## config.mk

```make
export PLATFORM = sky130hd
export DESIGN_NAME = shortest_job_first_scheduler_core
export DESIGN_NICKNAME = d
export VERILOG_FILES = /design/src/design/sjfs_pkg.sv /design/src/design/sjfs_ram.sv /design/src/design/sjfs_queue.sv /design/src/design/sjfs_front.sv /design/src/design/sjfs_back.sv /design/src/design/shortest_job_first_scheduler_core.sv
export SDC_FILE = /design/constraint.sdc
export NUM_CORES = 2
export LEC_CHECK = 0
export BUFFER_PORTS_ARGS = -buffer_cell sky130_fd_sc_hd__buf_4
export CAP_MARGIN = 30
export CORE_MARGIN = 3
export CORE_UTILIZATION = 40
export CTS_BUF_LIST = sky130_fd_sc_hd__clkbuf_4
export CTS_CLUSTER_DIAMETER = 40
export CTS_CLUSTER_SIZE = 30
export DETAILED_ROUTE_END_ITERATION = 8
export PLACE_DENSITY = 0.64
export SLEW_MARGIN = 25
export SYNTH_ARGS = -nofsm -noshare
export SYNTH_HDL_FRONTEND = slang
export SYNTH_MEMORY_MAX_BITS = 65536
export SYNTH_SLANG_ARGS = --single-unit
```

## constraint.sdc

```tcl
create_clock -name clock -period 7.1 [get_ports clock]
set_input_delay 0 -clock clock [delete_from_list [all_inputs] [get_ports clock]]
set_output_delay 0 -clock clock [all_outputs]
set_load 0.005 [all_outputs]
```

## src/design/sjfs_pkg.sv

```systemverilog
// Shared types and constants for the shortest-job-first scheduler.
package sjfs_pkg;

   // Default capacity of one task set.
   localparam int MAX_TASKS_DEFAULT = 64;
   // Default depth of the queue between the front and back parts.
   localparam int QUEUE_DEPTH_DEFAULT = 4;
   // Width of the enqueue and processing time fields.
   localparam int FIELD_WIDTH = 32;
   // Width of the task index output field.
   localparam int INDEX_WIDTH = 6;

   // One classified task as it travels from the front part to the back part.
   typedef struct packed {
      logic [FIELD_WIDTH-1:0] enqueue_time;
      logic [FIELD_WIDTH-1:0] processing_time;
      logic                   last_task;
      logic                   store;
      logic                   overflow;
   } task_entry_type;

   // Back part sequencer states.
   typedef enum logic [1:0] {
      BACK_IDLE,
      BACK_SCAN,
      BACK_DONE
   } back_state_type;

   // Status of the back part, watched by checks at the top level.
   typedef struct packed {
      logic emit;
      logic pick_ok;
      logic sel_in_range;
      logic last_emit;
      logic idle;
   } back_status_type;

endpackage

```

## src/design/sjfs_ram.sv

```systemverilog
// Generic simple dual-port RAM with one write port and a registered read port.
module sjfs_ram #(
   parameter int WIDTH = 32,
   parameter int DEPTH = 64,
   localparam int AW = (DEPTH > 1) ? $clog2(DEPTH) : 1
) (
   input  logic             clock,
   input  logic             wr_en,
   input  logic [AW-1:0]    wr_addr,
   input  logic [WIDTH-1:0] wr_data,
   input  logic [AW-1:0]    rd_addr,
   output logic [WIDTH-1:0] rd_data
);

   logic [WIDTH-1:0] mem_ff [DEPTH];
   logic [WIDTH-1:0] rd_data_ff;

   // Write port and registered read port.
   always_ff @(posedge clock) begin
      if (wr_en) begin
         mem_ff[wr_addr] <= wr_data;
      end
      rd_data_ff <= mem_ff[rd_addr];
   end

   assign rd_data = rd_data_ff;

endmodule

```

## src/design/sjfs_queue.sv

```systemverilog
// Short FIFO of classified tasks between the front and back parts.
module sjfs_queue #(
   parameter int DEPTH = sjfs_pkg::QUEUE_DEPTH_DEFAULT
) (
   input  logic                    clock,
   input  logic                    reset,
   input  logic                    push_valid,
   output logic                    push_ready,
   input  sjfs_pkg::task_entry_type push_data,
   output logic                    pop_valid,
   input  logic                    pop_ready,
   output sjfs_pkg::task_entry_type pop_data
);

   localparam int PW = (DEPTH > 1) ? $clog2(DEPTH) : 1;
   localparam int CW = $clog2(DEPTH + 1);

   sjfs_pkg::task_entry_type entry_ff [DEPTH];
   logic [PW-1:0] wr_ptr_ff, wr_ptr_in;
   logic [PW-1:0] rd_ptr_ff, rd_ptr_in;
   logic [CW-1:0] fill_ff, fill_in;
   logic          do_push, do_pop;

   assign push_ready = (fill_ff != CW'(DEPTH));
   assign pop_valid  = (fill_ff != '0);
   assign pop_data   = entry_ff[rd_ptr_ff];
   assign do_push    = push_valid && push_ready;
   assign do_pop     = pop_valid && pop_ready;

   // Pointer and fill level updates; pointers wrap at the depth.
   always_comb begin
      wr_ptr_in = wr_ptr_ff;
      rd_ptr_in = rd_ptr_ff;
      fill_in   = fill_ff;
      if (do_push) begin
         wr_ptr_in = (wr_ptr_ff == PW'(DEPTH - 1)) ? '0 : wr_ptr_ff + PW'(1);
      end
      if (do_pop) begin
         rd_ptr_in = (rd_ptr_ff == PW'(DEPTH - 1)) ? '0 : rd_ptr_ff + PW'(1);
      end
      if (do_push && !do_pop) begin
         fill_in = fill_ff + CW'(1);
      end else if (!do_push && do_pop) begin
         fill_in = fill_ff - CW'(1);
      end
   end

   always_ff @(posedge clock) begin
      if (reset) begin
         wr_ptr_ff <= '0;
         rd_ptr_ff <= '0;
         fill_ff   <= '0;
      end else begin
         wr_ptr_ff <= wr_ptr_in;
         rd_ptr_ff <= rd_ptr_in;
         fill_ff   <= fill_in;
      end
   end

   // Entry storage needs no reset.
   always_ff @(posedge clock) begin
      if (do_push) begin
         entry_ff[wr_ptr_ff] <= push_data;
      end
   end

endmodule

```

## src/design/sjfs_front.sv

```systemverilog
// Front part: accepts task transactions and classifies them against capacity.
module sjfs_front #(
   parameter int MAX_TASKS = sjfs_pkg::MAX_TASKS_DEFAULT
) (
   input  logic                                clock,
   input  logic                                reset,
   input  logic                                req_valid,
   output logic                                req_ready,
   input  logic [sjfs_pkg::FIELD_WIDTH-1:0]    req_enqueue_time,
   input  logic [sjfs_pkg::FIELD_WIDTH-1:0]    req_processing_time,
   input  logic                                req_last_task,
   output logic                                push_valid,
   input  logic                                push_ready,
   output sjfs_pkg::task_entry_type            push_data
);

   localparam int CW = $clog2(MAX_TASKS + 1);

   logic [CW-1:0] count_ff, count_in;
   logic          dropped_ff, dropped_in;
   logic          accept;
   logic          store;

   assign req_ready  = push_ready;
   assign push_valid = req_valid;
   assign accept     = req_valid && push_ready;
   assign store      = (count_ff != CW'(MAX_TASKS));

   // Classified entry: whether it fits, and the set's drop flag so far.
   always_comb begin
      push_data.enqueue_time    = req_enqueue_time;
      push_data.processing_time = req_processing_time;
      push_data.last_task       = req_last_task;
      push_data.store           = store;
      push_data.overflow        = dropped_ff || !store;
   end

   // Set bookkeeping; the last task of a set starts a fresh count.
   always_comb begin
      count_in   = count_ff;
      dropped_in = dropped_ff;
      if (accept) begin
         if (req_last_task) begin
            count_in   = '0;
            dropped_in = 1'b0;
         end else if (store) begin
            count_in = count_ff + CW'(1);
         end else begin
            dropped_in = 1'b1;
         end
      end
   end

   always_ff @(posedge clock) begin
      if (reset) begin
         count_ff   <= '0;
         dropped_ff <= 1'b0;
      end else begin
         count_ff   <= count_in;
         dropped_ff <= dropped_in;
      end
   end

endmodule

```

## src/design/sjfs_back.sv

```systemverilog
// Back part: stores tasks of a set, then schedules them by repeated scans.
module sjfs_back #(
   parameter int MAX_TASKS = sjfs_pkg::MAX_TASKS_DEFAULT
) (
   input  logic                                clock,
   input  logic                                reset,
   input  logic                                pop_valid,
   output logic                                pop_ready,
   input  sjfs_pkg::task_entry_type            pop_data,
   output logic                                rsp_valid,
   input  logic                                rsp_ready,
   output logic [sjfs_pkg::INDEX_WIDTH-1:0]    rsp_task_index,
   output logic                                rsp_last_result,
   output logic                                rsp_overflow,
   output sjfs_pkg::back_status_type           status
);

   localparam int FW = sjfs_pkg::FIELD_WIDTH;
   localparam int OW = sjfs_pkg::INDEX_WIDTH;
   localparam int IW = (MAX_TASKS > 1) ? $clog2(MAX_TASKS) : 1;
   localparam int CW = $clog2(MAX_TASKS + 1);
   localparam int TW = FW + CW;

   sjfs_pkg::back_state_type state_ff, state_in;

   logic [CW-1:0] cnt_ff, cnt_in;
   logic [CW-1:0] k_ff, k_in;
   logic [TW-1:0] time_ff, time_in;
   logic          ovf_ff, ovf_in;
   logic [CW-1:0] issue_ff, issue_in;
   logic          pend_ff, pend_in;
   logic [IW-1:0] pidx_ff, pidx_in;
   logic          found_ff, found_in;
   logic [FW-1:0] bdur_ff, bdur_in;
   logic [IW-1:0] bidx_ff, bidx_in;
   logic          mval_ff, mval_in;
   logic [FW-1:0] amin_ff, amin_in;
   logic [FW-1:0] mdur_ff, mdur_in;
   logic [IW-1:0] midx_ff, midx_in;
   logic          rsp_valid_ff, rsp_valid_in;
   logic [OW-1:0] rsp_idx_ff, rsp_idx_in;
   logic          rsp_last_ff, rsp_last_in;
   logic          rsp_ovf_ff, rsp_ovf_in;

   logic            task_we, fin_we, fin_wdata;
   logic [IW-1:0]   wr_addr, rd_addr;
   logic [2*FW-1:0] task_wdata, task_rdata;
   logic            fin_rdata;
   logic [FW-1:0]   rd_arr, rd_dur;
   logic            emit, is_last;
   logic [IW-1:0]   sel;
   logic [IW+OW-1:0] sel_wide;
   logic [TW-1:0]   base_time;
   logic [FW-1:0]   sel_dur;

   // Arrival and duration of each stored task.
   sjfs_ram #(.WIDTH(2 * FW), .DEPTH(MAX_TASKS)) u_task_ram (
      .clock   (clock),
      .wr_en   (task_we),
      .wr_addr (wr_addr),
      .wr_data (task_wdata),
      .rd_addr (rd_addr),
      .rd_data (task_rdata)
   );

   // Finished flag of each stored task, cleared as the task is loaded.
   sjfs_ram #(.WIDTH(1), .DEPTH(MAX_TASKS)) u_fin_ram (
      .clock   (clock),
      .wr_en   (fin_we),
      .wr_addr (wr_addr),
      .wr_data (fin_wdata),
      .rd_addr (rd_addr),
      .rd_data (fin_rdata)
   );

   assign rd_arr     = task_rdata[2*FW-1:FW];
   assign rd_dur     = task_rdata[FW-1:0];
   assign rd_addr    = issue_ff[IW-1:0];
   assign task_wdata = {pop_data.enqueue_time, pop_data.processing_time};

   // Choice at the end of a scan: an available task, else the earliest group.
   assign sel       = found_ff ? bidx_ff : midx_ff;
   assign sel_dur   = found_ff ? bdur_ff : mdur_ff;
   assign base_time = found_ff ? time_ff : TW'(amin_ff);
   assign sel_wide  = {{OW{1'b0}}, sel};
   assign is_last   = (({1'b0, k_ff} + (CW + 1)'(1)) == {1'b0, cnt_ff});
   assign emit      = (state_ff == sjfs_pkg::BACK_DONE) && (!rsp_valid_ff || rsp_ready);
   assign pop_ready = (state_ff == sjfs_pkg::BACK_IDLE);

   // Sequencer: load, scan all stored tasks, then emit one pick per scan.
   always_comb begin
      state_in     = state_ff;
      cnt_in       = cnt_ff;
      k_in         = k_ff;
      time_in      = time_ff;
      ovf_in       = ovf_ff;
      issue_in     = issue_ff;
      pend_in      = 1'b0;
      pidx_in      = issue_ff[IW-1:0];
      found_in     = found_ff;
      bdur_in      = bdur_ff;
      bidx_in      = bidx_ff;
      mval_in      = mval_ff;
      amin_in      = amin_ff;
      mdur_in      = mdur_ff;
      midx_in      = midx_ff;
      rsp_valid_in = rsp_valid_ff && !rsp_ready;
      rsp_idx_in   = rsp_idx_ff;
      rsp_last_in  = rsp_last_ff;
      rsp_ovf_in   = rsp_ovf_ff;
      task_we      = 1'b0;
      fin_we       = 1'b0;
      fin_wdata    = 1'b0;
      wr_addr      = cnt_ff[IW-1:0];
      case (state_ff)
         sjfs_pkg::BACK_IDLE: begin
            if (pop_valid) begin
               if (pop_data.store) begin
                  task_we = 1'b1;
                  fin_we  = 1'b1;
                  cnt_in  = cnt_ff + CW'(1);
               end
               if (pop_data.last_task) begin
                  ovf_in   = pop_data.overflow;
                  issue_in = '0;
                  found_in = 1'b0;
                  mval_in  = 1'b0;
                  state_in = sjfs_pkg::BACK_SCAN;
               end
            end
         end
         sjfs_pkg::BACK_SCAN: begin
            // Issue one read a cycle; judge the entry read in the cycle before.
            if (issue_ff != cnt_ff) begin
               issue_in = issue_ff + CW'(1);
               pend_in  = 1'b1;
            end else if (!pend_ff) begin
               state_in = sjfs_pkg::BACK_DONE;
            end
            if (pend_ff && !fin_rdata) begin
               if ((TW'(rd_arr) <= time_ff) && (!found_ff || (rd_dur < bdur_ff))) begin
                  found_in = 1'b1;
                  bdur_in  = rd_dur;
                  bidx_in  = pidx_ff;
               end
               if (!mval_ff || (rd_arr < amin_ff) ||
                   ((rd_arr == amin_ff) && (rd_dur < mdur_ff))) begin
                  mval_in = 1'b1;
                  amin_in = rd_arr;
                  mdur_in = rd_dur;
                  midx_in = pidx_ff;
               end
            end
         end
         sjfs_pkg::BACK_DONE: begin
            if (emit) begin
               fin_we       = 1'b1;
               fin_wdata    = 1'b1;
               wr_addr      = sel;
               rsp_valid_in = 1'b1;
               rsp_idx_in   = sel_wide[OW-1:0];
               rsp_last_in  = is_last;
               rsp_ovf_in   = ovf_ff;
               issue_in     = '0;
               found_in     = 1'b0;
               mval_in      = 1'b0;
               if (is_last) begin
                  cnt_in   = '0;
                  k_in     = '0;
                  time_in  = '0;
                  ovf_in   = 1'b0;
                  state_in = sjfs_pkg::BACK_IDLE;
               end else begin
                  k_in     = k_ff + CW'(1);
                  time_in  = base_time + TW'(sel_dur);
                  state_in = sjfs_pkg::BACK_SCAN;
               end
            end
         end
         default: begin
            state_in = sjfs_pkg::BACK_IDLE;
         end
      endcase
   end

   // Control registers.
   always_ff @(posedge clock) begin
      if (reset) begin
         state_ff     <= sjfs_pkg::BACK_IDLE;
         cnt_ff       <= '0;
         k_ff         <= '0;
         time_ff      <= '0;
         ovf_ff       <= 1'b0;
         issue_ff     <= '0;
         pend_ff      <= 1'b0;
         found_ff     <= 1'b0;
         mval_ff      <= 1'b0;
         rsp_valid_ff <= 1'b0;
      end else begin
         state_ff     <= state_in;
         cnt_ff       <= cnt_in;
         k_ff         <= k_in;
         time_ff      <= time_in;
         ovf_ff       <= ovf_in;
         issue_ff     <= issue_in;
         pend_ff      <= pend_in;
         found_ff     <= found_in;
         mval_ff      <= mval_in;
         rsp_valid_ff <= rsp_valid_in;
      end
   end

   // Scan candidates and result payload.
   always_ff @(posedge clock) begin
      pidx_ff     <= pidx_in;
      bdur_ff     <= bdur_in;
      bidx_ff     <= bidx_in;
      amin_ff     <= amin_in;
      mdur_ff     <= mdur_in;
      midx_ff     <= midx_in;
      rsp_idx_ff  <= rsp_idx_in;
      rsp_last_ff <= rsp_last_in;
      rsp_ovf_ff  <= rsp_ovf_in;
   end

   assign rsp_valid       = rsp_valid_ff;
   assign rsp_task_index  = rsp_idx_ff;
   assign rsp_last_result = rsp_last_ff;
   assign rsp_overflow    = rsp_ovf_ff;

   always_comb begin
      status.emit         = emit;
      status.pick_ok      = found_ff || mval_ff;
      status.sel_in_range = ({1'b0, sel} < (IW + 1)'(cnt_ff));
      status.last_emit    = is_last;
      status.idle         = (state_ff == sjfs_pkg::BACK_IDLE);
   end

endmodule

```

## src/design/shortest_job_first_scheduler_core.sv

```systemverilog
// Top level of the non-preemptive shortest-job-first scheduler.
//
// Tasks arrive one per transaction on the req_ channel and are accepted one per cycle, while
// the queue has room, into a short queue; while loading, the back part stores one queued task
// per cycle in its task memory. The task flagged last closes the set; the block then emits
// one rsp_ transaction per stored task in execution order, starting at time 0, choosing the
// available task with the shortest processing time and the lower index on ties, and jumping
// time forward when none is available. Each result takes one full pass over the N stored
// tasks through the memory read port, then the read latency, the final judgment and the emit.
// While a set is being scheduled, req_ready falls once the queue is full. Tasks beyond
// MAX_TASKS in a set are dropped, and every result of that set shows rsp_overflow.
// The task memory needs no clearing after reset.
module shortest_job_first_scheduler_core #(
   parameter int MAX_TASKS   = sjfs_pkg::MAX_TASKS_DEFAULT,
   parameter int QUEUE_DEPTH = sjfs_pkg::QUEUE_DEPTH_DEFAULT
) (
   input  logic                                clock,
   input  logic                                reset,
   input  logic                                req_valid,
   output logic                                req_ready,
   input  logic [sjfs_pkg::FIELD_WIDTH-1:0]    req_enqueue_time,
   input  logic [sjfs_pkg::FIELD_WIDTH-1:0]    req_processing_time,
   input  logic                                req_last_task,
   output logic                                rsp_valid,
   input  logic                                rsp_ready,
   output logic [sjfs_pkg::INDEX_WIDTH-1:0]    rsp_task_index,
   output logic                                rsp_last_result,
   output logic                                rsp_overflow
);

   logic                      push_valid, push_ready;
   logic                      pop_valid, pop_ready;
   sjfs_pkg::task_entry_type  push_data, pop_data;
   sjfs_pkg::back_status_type back_status;

   // Accept and classify incoming tasks.
   sjfs_front #(.MAX_TASKS(MAX_TASKS)) u_front (
      .clock               (clock),
      .reset               (reset),
      .req_valid           (req_valid),
      .req_ready           (req_ready),
      .req_enqueue_time    (req_enqueue_time),
      .req_processing_time (req_processing_time),
      .req_last_task       (req_last_task),
      .push_valid          (push_valid),
      .push_ready          (push_ready),
      .push_data           (push_data)
   );

   // Decouple the front from the back.
   sjfs_queue #(.DEPTH(QUEUE_DEPTH)) u_queue (
      .clock      (clock),
      .reset      (reset),
      .push_valid (push_valid),
      .push_ready (push_ready),
      .push_data  (push_data),
      .pop_valid  (pop_valid),
      .pop_ready  (pop_ready),
      .pop_data   (pop_data)
   );

   // Store the set and schedule it.
   sjfs_back #(.MAX_TASKS(MAX_TASKS)) u_back (
      .clock           (clock),
      .reset           (reset),
      .pop_valid       (pop_valid),
      .pop_ready       (pop_ready),
      .pop_data        (pop_data),
      .rsp_valid       (rsp_valid),
      .rsp_ready       (rsp_ready),
      .rsp_task_index  (rsp_task_index),
      .rsp_last_result (rsp_last_result),
      .rsp_overflow    (rsp_overflow),
      .status          (back_status)
   );

   // Every emitted pick comes from a scan that found an unfinished task.
   assert property (@(posedge clock) disable iff (reset)
      back_status.emit |-> back_status.pick_ok)
      else $error("scheduler emitted a result without a candidate task");

   // The picked index always lies within the stored set.
   assert property (@(posedge clock) disable iff (reset)
      back_status.emit |-> back_status.sel_in_range)
      else $error("scheduler picked a task outside the stored set");

   // Emitting the final task of a set returns the back part to loading.
   assert property (@(posedge clock) disable iff (reset)
      (back_status.emit && back_status.last_emit) |=> back_status.idle)
      else $error("scheduler did not return to loading after the final result");

endmodule
```

==> impl_metrics.env <==
export IMPL_status="finished, final reports clean"
export IMPL_crit_fanout=46
export IMPL_ys_types=66
export IMPL_grt_max_degree=132
export IMPL_finalMaxSlewViolations=0
export IMPL_clkPwrFrac_pct=24.3
export IMPL_fp_coreArea_um2=451000
export IMPL_cts_htree_levels=6
export IMPL_cts_buffers=546
export IMPL_min_to="u_queue.entry_ff[3][0]"
export IMPL_syn2layout_area_growth_pct=11.7
export IMPL_max_stage_delay_ns=0.61
export IMPL_cp_slowest_cell="buf_4"
export IMPL_routed_wirelength_um=469000
export IMPL_ys_seq_area_share_pct=76.9
export IMPL_synth_area_leaders="edfxtp_1 (75%), mux4_2 (18%), dfxtp_1 (1.7%)"
export IMPL_internal_power_mw=49.0
export IMPL_rows=246
export IMPL_power_frac_seq_pct=50.6
export IMPL_path_class="reg2reg"
export IMPL_end_kind="register"
export IMPL_path_cells="nor2b_1, nand2_1, inv_2, buf_12, mux2i_1, nor2b_1, nand2_1, nor2_4, buf_4, buf_4"
export IMPL_power_density_nw_per_um2=353
export IMPL_whs_ns=0.225
export IMPL_cp_start_kind="register"
export IMPL_met3_length_um=44300
export IMPL_worstPathArrival_ns=6.16
export IMPL_gp_congestion=0.863
export IMPL_overflow=0
export IMPL_dp_cells=13764
export IMPL_dp_slack_ns=2.17
export IMPL_cap_violations=0
export IMPL_die_w_um=680
export IMPL_rsz0062_at_grt="false"
export IMPL_worstPathRequired_ns=8.24
export IMPL_fmax_mhz=199
export IMPL_viasPerCell=5.80
export IMPL_fp_dieH_um=680
export IMPL_met2_wirelength_um=226000
export IMPL_rrSetupSlack_ns=2.08
export IMPL_clockBufferDepth=4
export IMPL_slew_headroom_pct=32.6
export IMPL_io_pin_count=79
export IMPL_synth_most_common_cell="edfxtp_1"
export IMPL_antenna_found_initial=61
export IMPL_top_layer="met5"
export IMPL_swShare_pct=31.5
export IMPL_initial_core_util_pct=40.3
export IMPL_hold_viol=0
export IMPL_cts_sinks=4699
export IMPL_nets=8811
export IMPL_r2r_cells=10
export IMPL_wl_met1_um=186000
export IMPL_hold_depth=4
export IMPL_path_buf_inv=4
export IMPL_grt_pass1_wl_um=667000
export IMPL_ys_warn_count=0
export IMPL_root_buffer="clkbuf_4"
export IMPL_synth_nets=8085
export IMPL_skew_ns=0.185
export IMPL_grt_pass1_vias=88728
export IMPL_tns_ns=0
export IMPL_crit_family="buffers and inverters"
export IMPL_yosysTopAreaCellShare_pct=75.1
export IMPL_ant_nets=0
export IMPL_dr_total_vias=87009
export IMPL_ir_worst_vdd_mv=0.289
export IMPL_hpwl_um=278000
export IMPL_synthFlopType="edfxtp_1"
export IMPL_hp_start="req_valid"
export IMPL_syn_inst=7845
export IMPL_p_leak_nw=61.0
export IMPL_power_switching_mw=22.5
export IMPL_period_needed_ns=5.02
export IMPL_firstDrtPassIters=5
export IMPL_clk_pin_slew_ns=0.14
export IMPL_regToRegStartpoint="u_back.state_ff[1]"
export IMPL_dieArea_um2=462000
export IMPL_cts_tree="yes"
export IMPL_drt_iter0_drc=11004
export IMPL_ys_seq_elements=4699
export IMPL_yosys_area_top_type="edfxtp_1"
export IMPL_avgSynthCellArea_um2=23.1
export IMPL_io_buffers=78
export IMPL_clock_latency_ns=1.68
export IMPL_total_power_mw=71.5
export IMPL_finalSetupViolCount=0
export IMPL_drc=0
export IMPL_comb_power_share_pct=25.1
export IMPL_finalCritPeriodShare_pct=70.7
export IMPL_worst_pin_slew_ns=1.01
export IMPL_stdcell_count=15004
export IMPL_synth_edf_count=4544
export IMPL_reg2reg_to="u_back.u_task_ram.mem_ff[22][29]"
export IMPL_ys_top_cells_by_count="edfxtp_1 (4544), mux4_2 (1432), clkbuf_1 (268)"
export IMPL_post_route_worst_setup_slack_ns=2.08
export IMPL_drive_gt1_share_pct=31.4
export IMPL_synthArstFlopShare_pct=0
export IMPL_hold_path_class="in2reg"
export IMPL_track_usage_pct=20.2
export IMPL_post_drt_wl_per_cell_um=31.2
export IMPL_syn_area_um2=182000
-- what timing repair did --
| action | 4_1_cts | 5_1_grt |
|---|---|---|
| hold buffers | 208 | 0 |
| gates resized for setup | 0 | 0 |
| buffers inserted | 0 | 0 |
| endpoints found under the hold margin | 790 | 0 |
-- worst register-to-register path: cells and delay by family, from the launching register on --
family / cells / cell delay, ns
buffers and inverters: 4 / 1.81
DFF: 1 / 0.46
muxes: 1 / 0.59
and+or+nand+nor: 5 / 1.67
-- state kept, by name, summed over array words and instances (netlist names), 32 cells and up, named ones only --
signal / count
u_back.u_task_ram.mem_ff: 4096
u_queue.entry_ff: 268
u_back.u_fin_ram.mem_ff: 64
u_back.u_task_ram.rd_data: 64
u_back.time_ff: 39
u_back.amin_ff: 32
u_back.bdur_ff: 32
u_back.mdur_ff: 32
-- power groups by stage --
stage | sequential [mW] | clock (mW) | combinational, mW
2_1_floorplan | 36.4 | 0 | 10.5
3_3_place_gp | 36.8 | 0 | 17.5
3_5_place_dp | 36.8 | 0 | 18.1
4_1_cts | 36.2 | 17.8 | 18.2
5_1_grt | 36.3 | 19.0 | 19.1
6_report | 36.2 | 17.4 | 17.9
-- how the worst max path moves through the flow --
stage                             from  cells after the start                          endpoint  slack [ns]
floorplan            u_back.time_ff[4]                     10                 u_back.bdur_ff[0]        1.01
global placement    u_back.state_ff[1]                      8  u_back.u_task_ram.mem_ff[10][39]        1.83
detailed placement  u_back.state_ff[1]                     10  u_back.u_task_ram.mem_ff[22][32]        2.17
CTS                 u_back.state_ff[1]                     10  u_back.u_task_ram.mem_ff[22][29]        2.08
global route           u_back.found_ff                     11                u_back.time_ff[37]        1.71
finish              u_back.state_ff[1]                     10  u_back.u_task_ram.mem_ff[22][29]        2.08
-- layout by cell type, fill, tap and decap left out, types with 46 or more instances in the layout --
cell type and count:
dlygate4sd3_1 207, nor2_1 147, clkinv_4 51, a21oi_1 108
edfxtp_1 4544, nand3_1 53, bufinv_16 69, inv_8 46
mux4_2 1424, clkinv_2 53, clkinvlp_4 53, clkbuf_4 582
nor2_4 64, inv_6 65, a21o_1 60, dfxtp_1 147
o21ai_0 113, clkinv_1 46, inv_1 145, nand2_1 159
ha_1 169, buf_4 290
-- cell type report --
cell class	instances	area [um2]
fill	37444	248000
sequential	4699	140000
antenna	33	82.6
clock inverter	414	4850
inverter	148	563
tap	5952	7450
clock buffer	582	4370
timing repair buffer	557	5390
multi-input combinational	2619	40500
-- metal layers --
| metal | up-vias | global-route usage (%) |
|---|---|---|
| met1 | 47010 | 27.8 |
| li1 | 35108 | - |
| met5 | - | 0 |
| met2 | 4088 | 32.5 |
| met4 | 54 | 5.24 |
| met3 | 749 | 4.70 |
-- per-stage QoR --
step / cell area, um2 / util (%)
floorplan: 182000 / -
CTS: 203000 / 45.0
finish: 203000 / 45.0
global route: 203000 / 45.0
detailed placement: 191000 / 42.5
global placement: 191000 / 42.4
-- logic make-up (layout without fill, tap and decap cells) --
family	count (synthesis)	in the layout	synth area share, %
AO/OA/AOI/OAI	369	369	1.26
XOR/XNOR	60	60	0.289
adder cells (fa/ha/maj)	171	171	1.19
buffers and inverters	527	1701	1.11
flip-flops	4699	4699	76.9
multiplexers	1455	1455	17.9
other	0	33	0
AND/OR/NAND/NOR	564	564	1.41
No activity file was read; power rests on OpenSTA's default activity.
